$ cat src/rtl/ptst_pkg.sv
package ptst_pkg;

  // defaults for the top level parameters
  localparam int SLOTS_DEF     = 8;
  localparam int TICK_RATE_DEF = 32768;

  // fixed field widths
  localparam int KEY_W  = 8;
  localparam int PER_W  = 16;
  localparam int RPT_W  = 16;
  localparam int TICK_W = 24;
  localparam int SLOT_W = 3;

  // threshold (period + 1) * tick rate, largest is 2^16 * 2^15
  localparam int THR_W = 32;
  // elapsed ticks times ms per second
  localparam int MS_PER_S = 1000;
  localparam int ELW      = TICK_W + 10;

  // firings reported by one tick
  localparam int MAX_RESULTS = 8;
  localparam int NCNT_W      = $clog2(MAX_RESULTS + 1);

  typedef enum logic [1:0] {
    REQ_ADD  = 2'd0,
    REQ_DEL  = 2'd1,
    REQ_TICK = 2'd2,
    REQ_NOP  = 2'd3
  } req_kind_t;

  typedef enum logic [1:0] {
    ST_OK     = 2'd0,
    ST_REJECT = 2'd1,
    ST_FULL   = 2'd2
  } status_t;

  // one timer slot as it travels along the ring of cells
  typedef struct packed {
    logic                    used;
    logic [KEY_W-1:0]        key;
    logic [TICK_W-1:0]       start;
    logic [THR_W-1:0]        thr;
    logic signed [RPT_W-1:0] rpt;
    logic [RPT_W-1:0]        cnt;
  } slot_t;

  // request context seen by the head of the ring
  typedef struct packed {
    req_kind_t               kind;
    logic [KEY_W-1:0]        key;
    logic [TICK_W-1:0]       now;
    logic [THR_W-1:0]        thr;
    logic signed [RPT_W-1:0] rpt;
    logic                    add_free;
    logic                    fire_ok;
  } req_ctx_t;

  // what the head did with the slot
  typedef struct packed {
    logic fire;
    logic took;
  } head_res_t;

endpackage

$ cat src/rtl/ptst_cell.sv
module ptst_cell (
  input  logic            clk,
  input  logic            rst_n,
  input  logic            shift_en,
  input  ptst_pkg::slot_t slot_in,
  output ptst_pkg::slot_t slot_out
);

  ptst_pkg::slot_t slot_r;

  // only the used flag needs a reset, the rest is payload
  always_ff @(posedge clk) begin
    if (!rst_n) begin
      slot_r.used <= 1'b0;
    end else if (shift_en) begin
      slot_r <= slot_in;
    end
  end

  assign slot_out = slot_r;

endmodule

$ cat src/rtl/ptst_head.sv
module ptst_head (
  input  ptst_pkg::slot_t     slot_in,
  input  ptst_pkg::req_ctx_t  ctx,
  output ptst_pkg::slot_t     slot_out,
  output ptst_pkg::head_res_t res
);

  logic [ptst_pkg::TICK_W-1:0] elapsed;
  logic [ptst_pkg::ELW-1:0]    scaled;
  logic                        expired;

  assign elapsed = ctx.now - slot_in.start;
  assign scaled  = ptst_pkg::ELW'(elapsed) * ptst_pkg::ELW'(ptst_pkg::MS_PER_S);
  // floor(elapsed * 1000 / rate) > period  <=>  elapsed * 1000 >= (period + 1) * rate
  assign expired = scaled >= ptst_pkg::ELW'(slot_in.thr);

  always_comb begin
    slot_out  = slot_in;
    res.fire  = 1'b0;
    res.took  = 1'b0;
    case (ctx.kind)
      ptst_pkg::REQ_ADD: begin
        if (!slot_in.used && ctx.add_free) begin
          slot_out.used  = 1'b1;
          slot_out.key   = ctx.key;
          slot_out.start = '0;
          slot_out.thr   = ctx.thr;
          slot_out.rpt   = ctx.rpt;
          slot_out.cnt   = '0;
          res.took       = 1'b1;
        end
      end
      ptst_pkg::REQ_DEL: begin
        if (slot_in.used && ctx.key != '0 && slot_in.key == ctx.key) begin
          slot_out = '0;
        end
      end
      ptst_pkg::REQ_TICK: begin
        if (slot_in.used && ctx.fire_ok && expired) begin
          slot_out.start = ctx.now;
          if (slot_in.rpt < 0) begin
            res.fire = 1'b1;
          end else if (ptst_pkg::RPT_W'(slot_in.rpt) > slot_in.cnt) begin
            res.fire     = 1'b1;
            slot_out.cnt = slot_in.cnt + 1'b1;
          end else begin
            slot_out.used = 1'b0;
          end
        end
      end
      default: begin
      end
    endcase
  end

endmodule

$ cat src/rtl/periodic_timer_slot_table_unit.sv
// periodic timer slot table
//
// in_*  : one request transaction per item: add (key, period in ms, repeat
//         count, negative repeats forever), delete by key, or tick with the
//         current 24-bit counter value. in_stall is low only while idle.
// out_* : result transactions. add and delete give one result carrying the
//         status. a tick gives one result per firing slot in slot order,
//         or a single result with fired low; out_last marks the final one.
// the slots live in a ring of SLOTS cells that rotates one place a cycle
// during a scan while the output is free; the cell at the head of the ring
// is examined and updated as it passes. a request is taken while idle, then
// the scan brings each of the SLOTS slots past the head once, and a closing
// step registers the closing result; the next request is taken only after
// that, so a new request is never taken while one is still in progress.
// a firing is held until the next firing or the closing cycle, and only then
// enters the output register, after its slot has passed the head.
// a stalled output holds the rotation (one firing is kept pending so that
// the last flag is known before it leaves) and with it the whole block.
// reset empties the table at once: only the used flags are cleared.
// a tick reports at most eight firings; later slots wait for the next tick.
module periodic_timer_slot_table_unit #(
  parameter int SLOTS     = ptst_pkg::SLOTS_DEF,
  parameter int TICK_RATE = ptst_pkg::TICK_RATE_DEF
) (
  input  logic                               clk,
  input  logic                               rst_n,
  // request channel
  input  logic                               in_valid,
  output logic                               in_stall,
  input  logic [1:0]                         in_req_type,
  input  logic [ptst_pkg::KEY_W-1:0]         in_timer_key,
  input  logic [ptst_pkg::PER_W-1:0]         in_period_ms,
  input  logic signed [ptst_pkg::RPT_W-1:0]  in_repeat_count,
  input  logic [ptst_pkg::TICK_W-1:0]        in_now_tick,
  // result channel
  output logic                               out_valid,
  input  logic                               out_stall,
  output logic [1:0]                         out_status,
  output logic                               out_fired,
  output logic [ptst_pkg::KEY_W-1:0]         out_fired_key,
  output logic [ptst_pkg::SLOT_W-1:0]        out_fired_slot,
  output logic                               out_last
);

  localparam int IDX_W = (SLOTS > 1) ? $clog2(SLOTS) : 1;

  typedef enum logic [1:0] {
    S_IDLE,
    S_SCAN,
    S_FINISH
  } state_t;

  state_t                          state_r;
  logic [IDX_W-1:0]                step_r;
  logic [ptst_pkg::NCNT_W-1:0]     nfire_r;
  logic                            took_r;
  logic                            reject_r;
  ptst_pkg::req_kind_t             kind_r;
  logic [ptst_pkg::KEY_W-1:0]      key_r;
  logic [ptst_pkg::TICK_W-1:0]     now_r;
  logic [ptst_pkg::THR_W-1:0]      thr_r;
  logic signed [ptst_pkg::RPT_W-1:0] rpt_r;

  // firing held back until the next one or the end of the scan
  logic                            pend_v_r;
  logic [ptst_pkg::KEY_W-1:0]      pend_key_r;
  logic [ptst_pkg::SLOT_W-1:0]     pend_slot_r;

  // output register
  logic                            out_valid_r;
  ptst_pkg::status_t               out_status_r;
  logic                            out_fired_r;
  logic [ptst_pkg::KEY_W-1:0]      out_key_r;
  logic [ptst_pkg::SLOT_W-1:0]     out_slot_r;
  logic                            out_last_r;

  logic                            accept;
  logic                            out_free;
  logic                            out_load;
  logic                            step_en;
  ptst_pkg::req_ctx_t              ctx;
  ptst_pkg::head_res_t             hres;
  ptst_pkg::slot_t                 head_new;
  ptst_pkg::slot_t                 ring_q [SLOTS];
  ptst_pkg::slot_t                 ring_d [SLOTS];
  ptst_pkg::req_kind_t             in_kind;
  logic                            in_reject;
  ptst_pkg::status_t               fin_status;

  assign in_stall = (state_r != S_IDLE);
  assign accept   = in_valid && !in_stall;
  // the output register can take a new transaction this cycle
  assign out_free = !out_valid_r || !out_stall;
  assign step_en  = (state_r == S_SCAN) && out_free;
  // a new transaction enters the output register this cycle
  assign out_load = (step_en && hres.fire && pend_v_r) ||
                    ((state_r == S_FINISH) && out_free);

  assign in_kind   = ptst_pkg::req_kind_t'(in_req_type);
  assign in_reject = (in_kind == ptst_pkg::REQ_ADD) &&
                     (in_timer_key == '0 || in_period_ms == '0);

  // ring of slot cells, head is cell 0, the updated head re-enters at the tail
  genvar gi;
  generate
    for (gi = 0; gi < SLOTS; gi++) begin : g_ring
      if (gi == SLOTS - 1) begin : g_tail
        assign ring_d[gi] = head_new;
      end else begin : g_mid
        assign ring_d[gi] = ring_q[gi+1];
      end
      ptst_cell u_cell (
        .clk      (clk),
        .rst_n    (rst_n),
        .shift_en (step_en),
        .slot_in  (ring_d[gi]),
        .slot_out (ring_q[gi])
      );
    end
  endgenerate

  always_comb begin
    ctx.kind     = kind_r;
    ctx.key      = key_r;
    ctx.now      = now_r;
    ctx.thr      = thr_r;
    ctx.rpt      = rpt_r;
    ctx.add_free = !took_r;
    ctx.fire_ok  = (nfire_r < ptst_pkg::NCNT_W'(ptst_pkg::MAX_RESULTS));
  end

  ptst_head u_head (
    .slot_in  (ring_q[0]),
    .ctx      (ctx),
    .slot_out (head_new),
    .res      (hres)
  );

  // status of the closing result
  always_comb begin
    fin_status = ptst_pkg::ST_OK;
    if (kind_r == ptst_pkg::REQ_ADD) begin
      fin_status = took_r ? ptst_pkg::ST_OK : ptst_pkg::ST_FULL;
    end
    if (reject_r) begin
      fin_status = ptst_pkg::ST_REJECT;
    end
  end

  always_ff @(posedge clk) begin
    if (!rst_n) begin
      state_r     <= S_IDLE;
      step_r      <= '0;
      nfire_r     <= '0;
      took_r      <= 1'b0;
      reject_r    <= 1'b0;
      pend_v_r    <= 1'b0;
      out_valid_r <= 1'b0;
    end else begin
      if (out_load) begin
        out_valid_r <= 1'b1;
      end else if (!out_stall) begin
        out_valid_r <= 1'b0;
      end
      case (state_r)
        S_IDLE: begin
          if (accept) begin
            // a rejected add walks the ring without touching it
            kind_r   <= in_reject ? ptst_pkg::REQ_NOP : in_kind;
            reject_r <= in_reject;
            key_r    <= in_timer_key;
            now_r    <= in_now_tick;
            rpt_r    <= in_repeat_count;
            thr_r    <= ptst_pkg::THR_W'((33'(in_period_ms) + 33'd1) * 33'(TICK_RATE));
            step_r   <= '0;
            nfire_r  <= '0;
            took_r   <= 1'b0;
            pend_v_r <= 1'b0;
            state_r  <= S_SCAN;
          end
        end
        S_SCAN: begin
          if (step_en) begin
            if (hres.took) begin
              took_r <= 1'b1;
            end
            if (hres.fire) begin
              nfire_r     <= nfire_r + 1'b1;
              pend_v_r    <= 1'b1;
              pend_key_r  <= ring_q[0].key;
              pend_slot_r <= ptst_pkg::SLOT_W'(step_r);
              if (pend_v_r) begin
                out_status_r <= ptst_pkg::ST_OK;
                out_fired_r  <= 1'b1;
                out_key_r    <= pend_key_r;
                out_slot_r   <= pend_slot_r;
                out_last_r   <= 1'b0;
              end
            end
            if (step_r == IDX_W'(SLOTS - 1)) begin
              state_r <= S_FINISH;
            end else begin
              step_r <= step_r + 1'b1;
            end
          end
        end
        S_FINISH: begin
          if (out_free) begin
            out_last_r  <= 1'b1;
            if (pend_v_r) begin
              out_status_r <= ptst_pkg::ST_OK;
              out_fired_r  <= 1'b1;
              out_key_r    <= pend_key_r;
              out_slot_r   <= pend_slot_r;
            end else begin
              out_status_r <= fin_status;
              out_fired_r  <= 1'b0;
              out_key_r    <= '0;
              out_slot_r   <= '0;
            end
            pend_v_r <= 1'b0;
            state_r  <= S_IDLE;
          end
        end
        default: begin
          state_r <= S_IDLE;
        end
      endcase
    end
  end

  assign out_valid      = out_valid_r;
  assign out_status     = out_status_r;
  assign out_fired      = out_fired_r;
  assign out_fired_key  = out_key_r;
  assign out_fired_slot = out_slot_r;
  assign out_last       = out_last_r;

  // a tick never reports more firings than allowed
  a_fire_bound: assert property (@(posedge clk) disable iff (!rst_n)
    nfire_r <= ptst_pkg::NCNT_W'(ptst_pkg::MAX_RESULTS))
    else $error("firing count above limit");

  // an accepted request always starts a ring scan
  a_accept_scan: assert property (@(posedge clk) disable iff (!rst_n)
    accept |=> state_r == S_SCAN)
    else $error("accepted request did not start a scan");

  // no firing is left pending once the block is idle
  a_pend_idle: assert property (@(posedge clk) disable iff (!rst_n)
    pend_v_r |-> state_r != S_IDLE)
    else $error("pending firing while idle");

  // a result without a firing is always the closing one
  a_nofire_last: assert property (@(posedge clk) disable iff (!rst_n)
    (out_valid_r && !out_fired_r) |-> out_last_r)
    else $error("non-firing result not marked last");

  // the ring only rotates while scanning
  a_rot_scan: assert property (@(posedge clk) disable iff (!rst_n)
    step_en |-> (state_r == S_SCAN && out_free))
    else $error("ring moved outside a scan");

endmodule
$ cat config.mk
export PLATFORM = sky130hd
export DESIGN_NAME = periodic_timer_slot_table_unit
export DESIGN_NICKNAME = d
export VERILOG_FILES = /design/src/rtl/ptst_pkg.sv /design/src/rtl/ptst_cell.sv /design/src/rtl/ptst_head.sv /design/src/rtl/periodic_timer_slot_table_unit.sv
export SDC_FILE = /design/constraint.sdc
export NUM_CORES = 1
export LEC_CHECK = 0
export BUFFER_PORTS_ARGS = -buffer_cell sky130_fd_sc_hd__buf_2
export CAP_MARGIN = 20
export CELL_PAD_IN_SITES_DETAIL_PLACEMENT = 0
export CELL_PAD_IN_SITES_GLOBAL_PLACEMENT = 1
export CORE_ASPECT_RATIO = 1.25
export CORE_MARGIN = 2
export CORE_UTILIZATION = 46
export CTS_CLUSTER_DIAMETER = 30
export DETAILED_ROUTE_END_ITERATION = 6
export PLACE_DENSITY = 0.81
export SYNTH_ARGS = -nofsm -noshare
export SYNTH_HDL_FRONTEND = slang
export SYNTH_SLANG_ARGS = --single-unit
export TNS_END_PERCENT = 5
$ cat constraint.sdc
create_clock -name clk -period 52.3 [get_ports clk]
set_input_delay 10.46 -clock clk [delete_from_list [all_inputs] [get_ports clk]]
set_output_delay 10.46 -clock clk [all_outputs]
set_load 0.05 [all_outputs]
* Word level (Yosys, flattened, before mapping)
Index checks and enable logic that the tools add are counted. W data, S select, Z words.
Storage, ports and cells: bits in registers 882, bits in latches 0, memory bits (writable) 0, ROM bits 0, input bits 70, word-level logic and storage cells 206, memories kept 0
Cells by class: add/subtract/negate cells 5, multiply operators 1, divide/modulo/power cells 0, $lt $le $gt $ge 4, eq/ne operators 15, shifts and indexed selects 0, mux-type cells 75, bitwise gates (word level) 0, reductions and logical operators 39
Operator list (count):
- $mux W97 | 2
- $pmux W48 S2 | 1
- $pmux W24 S3 | 1
- $mux W16 | 3
- $pmux W16 S3 | 1
- $mux W8 | 5
- $ge A34 B32 Y1 | 1
- $pmux W8 S2 | 2
- $mul A24 B7 Y31 const B | 1
- $mux W1 | 26
- $mux W2 | 12
- $mux W24 | 1
- $mux W3 | 8
- $sub A24 B24 Y24 | 1
- $reduce_and A4 Y1 | 5
- $add A16 B1 Y17 const B | 1
- $add A16 B1 Y16 const B | 1
- $gt A16 B16 Y1 | 1
- $logic_not A16 Y1 | 1
- $lt A16 B1 Y1 const B | 1
- $ne A2 B2 Y1 const B | 7
- $mux W4 | 3
- $pmux W3 S2 | 2
- $logic_and A1 B1 Y1 | 11
- other kinds (24) | 41

* Depth between registers and ports, before layout
Gate-level depths: netlist of the first run.
depth in word-level cells 10, depth in mapped cells 40, gate-level depth less buffers 39

* Modules after synthesis
A second synthesis of the first run with hierarchy kept.
Unflattened totals: cell total of the unflattened synthesis 2196, area, all modules 35688.0 µm²
By module, submodules not included:
- ptst_cell | instances 8, cells an instance 100, area an instance 2926.6 µm², seq. area each 2902.8 µm²
- ptst_head | instances 1, cells an instance 1151, area an instance 8359.3 µm², seq. area each 0.0 µm²
- periodic_timer_slot_table_unit | instances 1, cells an instance 245, area an instance 3916.3 µm², seq. area each 3052.9 µm²

* Least setup slack after synthesis of the first run
OpenSTA, ideal clock, no wires.
path type input-to-reg, from input rst_n, to register pend_key_r[0] (netlist bit) (enable), data arrival time 50846 ps, slack 1081 ps, stages on the path 4, path buffers 1, cell sequence clkbuf_1 nand2_1 a21oi_1 and2_1
Between the ends: cells in the longest elaborated chain, start to end 1
Ends and longest elaborated chain:
- start, declared | RTL line periodic_timer_slot_table_unit.sv:26 | input logic rst_n,
- $reduce_and A4 Y1 (no line)
- end signal, assigned | RTL line periodic_timer_slot_table_unit.sv:190 | pend_key_r <= ring_q[0].key;
- end, declared | RTL line periodic_timer_slot_table_unit.sv:66 | logic [ptst_pkg::KEY_W-1:0] pend_key_r;
Every way passes these cells. A chain may end at the register's enable or synchronous reset.

* Final worst setup path of the first run
from input out_stall, to register g_ring[2].u_cell.slot_r (netlist bit g_ring[2].u_cell.slot_out[81]) (enable)
Between the ends: cells in the longest elaborated chain, start to end 4
Ends and longest elaborated chain:
- start, declared | RTL line periodic_timer_slot_table_unit.sv:37 | input logic out_stall,
- $logic_not A1 Y1
- $logic_or A1 B1 Y1 | RTL line periodic_timer_slot_table_unit.sv:93 | assign out_free = !out_valid_r || !out_stall;
- $logic_and A1 B1 Y1 | RTL line periodic_timer_slot_table_unit.sv:94 | assign step_en = (state_r == S_SCAN) && out_free;
- $reduce_and A2 Y1 (no line)
- end signal, assigned | RTL line ptst_cell.sv:16 | slot_r <= slot_in;
- end, declared | RTL line ptst_cell.sv:9 | ptst_pkg::slot_t slot_r;
Every way passes these cells.

==> results of run 1 <==
-- stage by stage --
| stage | cell area, um2 | power, uW | util, % | instances |
|---|---|---|---|---|
| after floorplan | 35020 | 1753 | - | 2054 |
| after global placement | 36750 | 1929 | 48.59 | 3106 |
| after detailed placement | 36750 | 1957 | 48.59 | 3106 |
| after CTS | 40890 | 2798 | 54.05 | 3332 |
| after global routing | 40890 | 2973 | 54.05 | 3332 |
| final | 40890 | 2764 | 54.05 | 3332 |
-- worst max path at each step --
| stage | to | cells past startpoint |
|---|---|---|
| 2_1_floorplan | pend_key_r[0]$_DFFE_PP_ | 4 |
| 3_3_place_gp | g_ring[4].u_cell.slot_out[77]$_DFFE_PP_ | 7 |
| 3_5_place_dp | g_ring[0].u_cell.slot_out[78]$_DFFE_PP_ | 7 |
| 4_1_cts | g_ring[2].u_cell.slot_out[81]$_DFFE_PP_ | 7 |
| 5_1_grt | g_ring[7].u_cell.slot_out[80]$_DFFE_PP_ | 7 |
| 6_report | g_ring[2].u_cell.slot_out[81]$_DFFE_PP_ | 7 |
-- state kept, by name (all words and copies together) (netlist names), 3 cells and up --
signal                  cells
g_ring.u_cell.slot_out    776
pend_slot_r                 3
now_r                      24
out_fired_slot              3
pend_key_r                  8
key_r                       8
nfire_r                     4
step_r                      3
out_fired_key               8
rpt_r                      16
thr_r                      17
-- kinds of logic after synthesis --
logic type / after synthesis / synth area share (%)
AO/OA/AOI/OAI: 330 / 6.502
multiplexers: 5 / 0.1500
XOR/XNOR: 94 / 2.351
adder cells (fa/ha/maj): 210 / 9.053
buffers and inverters: 218 / 2.358
AND/OR/NAND/NOR: 315 / 4.566
flip-flops: 882 / 75.02
-- placed cells by master (no fill, tap or decap), types with 11 or more instances in the layout --
| cell type | synthesis | routed |
|---|---|---|
| nand3_1 | 37 | 37 |
| nand2b_1 | 16 | 16 |
| inv_1 | 190 | 190 |
| a21o_1 | 35 | 35 |
| nand2_1 | 94 | 94 |
| o211ai_1 | 14 | 14 |
| xor2_1 | 28 | 28 |
| fa_1 | 73 | 73 |
| nor2_1 | 49 | 48 |
| a22o_1 | 53 | 53 |
| and2_1 | 22 | 22 |
| nor2b_1 | 14 | 14 |
| inv_8 | 0 | 12 |
| ha_1 | 135 | 135 |
| nand4_1 | 18 | 18 |
| nor3_1 | 13 | 13 |
| buf_2 | 6 | 86 |
| inv_6 | 0 | 29 |
| clkbuf_16 | 0 | 119 |
| dfxtp_1 | 21 | 21 |
| a21oi_1 | 91 | 90 |
| and3_1 | 14 | 13 |
| clkinv_2 | 0 | 15 |
| nor4_1 | 12 | 12 |
| edfxtp_1 | 861 | 861 |
| xnor2_1 | 66 | 66 |
| buf_4 | 0 | 14 |
| a21boi_0 | 11 | 11 |
| o21ai_0 | 43 | 43 |
-- layer usage --
metal / part of all wire, % / global-route usage (%) / up-vias
met2: 48 / 24.61 / 472
met1: 45 / 21.36 / 8642
met4: 2.9 / 6.192 / 2
li1: - / - / 8155
met5: 0.022 / 0 / -
met3: 4.6 / 2.865 / 119
-- final cells by class --
type / count / area, um2
Fill cell: 5746 / 34760
Multi-Input combinational cell: 954 / 7945
Tap cell: 977 / 1222
Sequential cell: 882 / 26280
Clock buffer: 124 / 2997
Inverter: 190 / 713.2
Clock inverter: 102 / 1137
Timing Repair Buffer: 103 / 595.6
-- worst reg2reg max path: cells and delay by family (launching register included) --
kind,cells,cell delay (ns)
fa+ha+maj,7,2.70
buf+inv,4,0.51
flops,1,0.39
simple gates,9,2.29
compound gates,15,4.01
xor+xnor,2,0.73
-- power by group through the flow --
stage	combinational [uW]	sequential, uW	clock, uW
after global placement	1090	838	0
after detailed placement	1120	840	0
after CTS	1140	826	829
after floorplan	866	887	0
after global routing	1290	828	856
final	1130	826	810
==> out/qor.yml, run 1 <==
postCtsSetupRepairBufs: 0
crit_chain: "buf_2 -> nand2_1 -> nand2_1 -> a21oi_4 -> buf_12 -> buf_4 -> buf_12"
cts_buffers: 119
clkSinkCount: 882
clockBufferDepth: 3
synth_largest_area_cell: "edfxtp_1"
ctsResizeCount: 0
area_growth_syn_to_layout_pct: 16.74
path_max_fanout: 206
setup_viol: 0
dieArea_um2: 78380
core_area_um2: 75640
r2r_end: "out_fired_key[0]$_DFFE_PP_"
dr.pass1.iters: 6
fin_ws_ns: 38.66
hold_buffers: 0
ys_seq_area_share_pct: 75.02
drt_iter0_drc: 1388
worstSetupStartpointType: "input pin"
hold_path_class: "register to register"
setup_tns_ns: 0
yosys.cell_count.top_type: "edfxtp_1"
grt_pass1_vias: 17600
rows: 113
vias: 17390
post_drt_wl_per_cell_um: 18.10
totalWireLength_mm: 60.31
fin_crit_sh_pct: 26.08
nets: 2528
drv_slew: 0
fmax_mhz: 73.31
synthesis.nets: 2332
seq_power_share_pct: 29.9
antenna_cells: 0
rsz0062_at_grt: "false"
power.density_nw_per_um2: 67.59
yosysTopAreaCellShare_pct: 73.82
cts_tree: "yes"
vdd_drop_max_mv: 0.09073
maxCapViolCount: 0
drive_gt1_share_pct: 14.35
portBuffers: 86
synth.avg_cell_area_um2: 17.05
cpMaxStageDelayCell: "buf_4"
grt_overflow: 0
synth_area_um2: 35020
leakage_uw: 0.01500
holdPathStages: 0
crit_arrival_ns: 13.93
synth_seq_cells: 882
synth_edf_count: 861
grt_max_degree: 208
die_y_um: 312.5
grt_pass1_wl_mm: 94.90
cp_num_buf_inv: 4
holdWs_ns: 0.3661
io_pins: 87
finalCriticalPeriod_ns: 13.64
outcome: "finished clean"
yosys-top-cells-count: "edfxtp_1 (861), inv_1 (190), ha_1 (135), nand2_1 (94), a21oi_1 (91)"
rrSetupSlack_ns: 41.35
start_util_pct: 46.30
crit_required_ns: 52.59
track_usage_pct: 15.51
cts_root_buf: "clkbuf_16"
synthesis.instances: 2054
cp_top_family: "buffers and inverters"
combPwrFrac_pct: 40.8
hold_viol_final: 0
r2r_start: "g_ring[0].u_cell.slot_out[65]$_DFFE_PP_"
cp-startpoint: "out_stall"
ys.flop_type: "edfxtp_1"
ys_types: 69
clk_latency_ns: 0.69
worst_pin_slew_ns: 1.117
remaining_drc_errors: 0
antenna_found_initial: 1
dp_hpwl_mm: 38.35
crit_path_max_incr_delay_ns: 0.90
clockPowerShare_pct: 29.3
hold_end: "g_ring[1].u_cell.slot_out[63]$_DFFE_PP_"
switching_share_pct: 35.87
critPathKind: "input pin to register"
gp_congestion: 0.7891
rr_worst_depth: 37
yosysWarnings: 0
cts.htree.levels: 3
placement.setup.worst_slack_ns: 37.96
slew_headroom_pct: 25.53
fin_skew_ns: 0.06375
async_reset_ff_share_pct: 0
viasPerCell: 5.219
worstSetupEndpointType: "register"
cts.reportedPaths.clkPinSlew_ns: 0.06
synth.area.top_cells: "edfxtp_1 (74%), ha_1 (4.8%), fa_1 (4.2%), inv_1 (2.0%), xnor2_1 (1.7%)"
hold_start: "g_ring[2].u_cell.slot_out[63]$_DFFE_PP_"
drtAntennaViolNets: 0
die_w_um: 250.8
intPower_uw: 1772
power.net_switching_uw: 991.3
(Power assumes the default switching activity.)
==> run 2: changes to the inputs <==
==> constraint.sdc (replaced) <==
create_clock -name clk -period 11.16 [get_ports clk]
set_input_delay 2.232 -clock clk [delete_from_list [all_inputs] [get_ports clk]]
set_output_delay 2.232 -clock clk [all_outputs]
set_load 0.05 [all_outputs]
==> out/qor.yml, run 2 (synthesized netlist as in run 1, its figures left out) <==
maxCapViolCount: 0  # unchanged
io_pins: 87  # unchanged
core_area_um2: 75640  # unchanged
slew_headroom_pct: 25.88  # was 25.53%
n_fill_cell: 5789  # was 5746
hold_buffers: 0  # unchanged
crit_required_ns: 11.49  # was 52.59 ns
fmax_mhz: 101.3
dieArea_um2: 78380  # unchanged
path_max_fanout: 11  # was 206
start_util_pct: 46.30  # unchanged
area_growth_syn_to_layout_pct: 16.42  # was 16.74%
final_core_util_pct: 53.90  # was 54.05%
rsz0062_at_grt: "false"  # unchanged
seq_power_share_pct: 29.9  # about the same
cts.reportedPaths.clkPinSlew_ns: 0.06  # about the same
cts.htree.levels: 3  # unchanged
clockPowerShare_pct: 28.5  # was 29.3%
die_w_um: 250.8  # unchanged
hold_path_class: "register to register"  # unchanged
nets: 2525  # was 2528
drtAntennaViolNets: 0  # unchanged
ctsResizeCount: 0  # unchanged
outcome: "finished clean"  # unchanged
power.density_nw_per_um2: 316.9  # was 67.59 nW/um2
rows: 113  # unchanged
finalCriticalPeriod_ns: 9.872
drv_slew: 0  # unchanged
cts_tree: "yes"  # unchanged
cpMaxStageDelayCell: "a2111oi_4"  # was buf_4
totalWireLength_mm: 59.15  # was 60.31 mm
drive_gt1_share_pct: 14.16  # was 14.35%
cts_buffers: 116  # was 119
critPathKind: "register to register"  # was input pin to register
antenna_found_initial: 2  # was 1
grt_overflow: 0  # unchanged
switching_share_pct: 36.42  # was 35.87%
antenna_cells: 0  # unchanged
fin_skew_ns: 0.04515  # was 0.06375 ns
grt_pass1_vias: 17620  # was 17.60k
fin_crit_sh_pct: 88.46
clockBufferDepth: 3  # unchanged
fin_ws_ns: 1.288  # was 38.66 ns
portBuffers: 86  # unchanged
dr.pass1.iters: 7  # was 6
crit_arrival_ns: 10.20  # was 13.93 ns
vdd_drop_max_mv: 0.4363  # was 0.09073 mV
placement.setup.worst_slack_ns: 1.316  # was 37.96 ns
track_usage_pct: 15.17  # was 15.51%
largest_register_ffs: 776  # unchanged
drt_iter0_drc: 1397  # was 1388
most-common-layout-cells: "edfxtp_1 (861), inv_1 (190), ha_1 (135)"  # unchanged
viasPerCell: 5.205  # was 5.219
post_drt_wl_per_cell_um: 17.77  # was 18.10 um
power.net_switching_uw: 4706  # was 991.3 uW
die_y_um: 312.5  # unchanged
worst_pin_slew_ns: 1.108  # was 1.117 ns
postCtsSetupRepairBufs: 0  # unchanged
combPwrFrac_pct: 41.6  # was 40.8%
hold_viol_final: 0  # unchanged
finalPower_uw: 12920  # was 2764 uW
crit_path_max_incr_delay_ns: 0.71  # was 0.90 ns
cts_root_buf: "clkbuf_16"  # unchanged
leakage_uw: 0.01491  # was 0.01500 uW
critPathMostFrequentCell: "o21ai_0"
gp_congestion: 0.8441  # was 0.7891
hold_start: "g_ring[2].u_cell.slot_out[49]$_DFFE_PP_"  # was g_ring[2].u_cell.slot_out[63]$_DFFE_PP_
remaining_drc_errors: 0  # unchanged
grt_max_degree: 200  # was 208
intPower_uw: 8215  # was 1772 uW
grt_pass1_wl_mm: 93.41  # was 94.90 mm
final_common_cell: "edfxtp_1"  # unchanged
cp-startpoint: "now_r[1]$_DFFE_PP_"  # was out_stall
setup_viol: 0  # unchanged
dp_hpwl_mm: 38.07  # was 38.35 mm
clkSinkCount: 882  # unchanged
clk_latency_ns: 0.69  # about the same
worstSetupEndpointType: "register"  # unchanged
worstSetupStartpointType: "register"  # was input pin
vias: 17320  # was 17.39k
r2r_start: "now_r[1]$_DFFE_PP_"  # was g_ring[0].u_cell.slot_out[65]$_DFFE_PP_
-- run 2: area by class of cell --
class                   count  area, um2  share of cell area (%)
flip-flops and latches    882      26280                   64.44
multi-input cells         954       7961                   19.53
clock buffers             127       2965                   7.273
well taps                 977       1222                   2.998
clock inverters            95       1052                   2.581
inverters                 190      713.2                   1.749
repair buffers            103      583.1                   1.430
-- run 2: final timing paths --
path	endpoint	slack [ns]	cells after the start
worst min register to register	g_ring[1].u_cell.slot_out[49]$_DFFE_PP_	0.39	0
worst max register to register	pend_slot_r[0]$_DFFE_PP_	1.29	34
worst max-delay path	pend_slot_r[0]$_DFFE_PP_	1.29	34
worst min-delay path	g_ring[1].u_cell.slot_out[49]$_DFFE_PP_	0.39	0
-- run 2: critical path: cells and delay by family, from the launching register on --
kind | cells | cell delay, ns
adders and majority gates | 7 | 2.70
xor gates and xnor gates | 3 | 0.96
DFF | 1 | 0.43
buffers and inverters | 3 | 0.18
and+or+nand+nor | 8 | 1.77
AOI/OAI and AO/OA | 13 | 3.48
-- run 2: power groups by stage --
stage	clock network [uW]	logic [uW]	registers, uW
after floorplan	0	4060	3980
after global placement	0	5190	3930
after detailed placement	0	5320	3940
after CTS	3770	5390	3870
after global routing	3910	6040	3880
final	3680	5370	3870
-- run 2: layer usage --
| layer | routed length (um) | up-vias | GRT usage (%) |
|---|---|---|---|
| li1 | - | 8135 | - |
| met1 | 26810 | 8646 | 21.03 |
| met2 | 27770 | 411 | 23.46 |
| met3 | 2713 | 126 | 3.073 |
| met4 | 1834 | 4 | 6.587 |
| met5 | 26 | - | 0 |
-- run 2: stage by stage --
| stage | hold slack [ns] | TNS (ns) | std cells | area, um2 |
|---|---|---|---|---|
| after CTS | 0.3916 | 0 | 3328 | 40770 |
| after floorplan | 0.4003 | -3536.13 | 2054 | 35050 |
| final | 0.3890 | 0 | 3328 | 40770 |
| after global routing | 0.4000 | 0 | 3328 | 40770 |
| after detailed placement | 0.4045 | 0 | 3106 | 36760 |
| after global placement | 0.4007 | 0 | 3106 | 36760 |
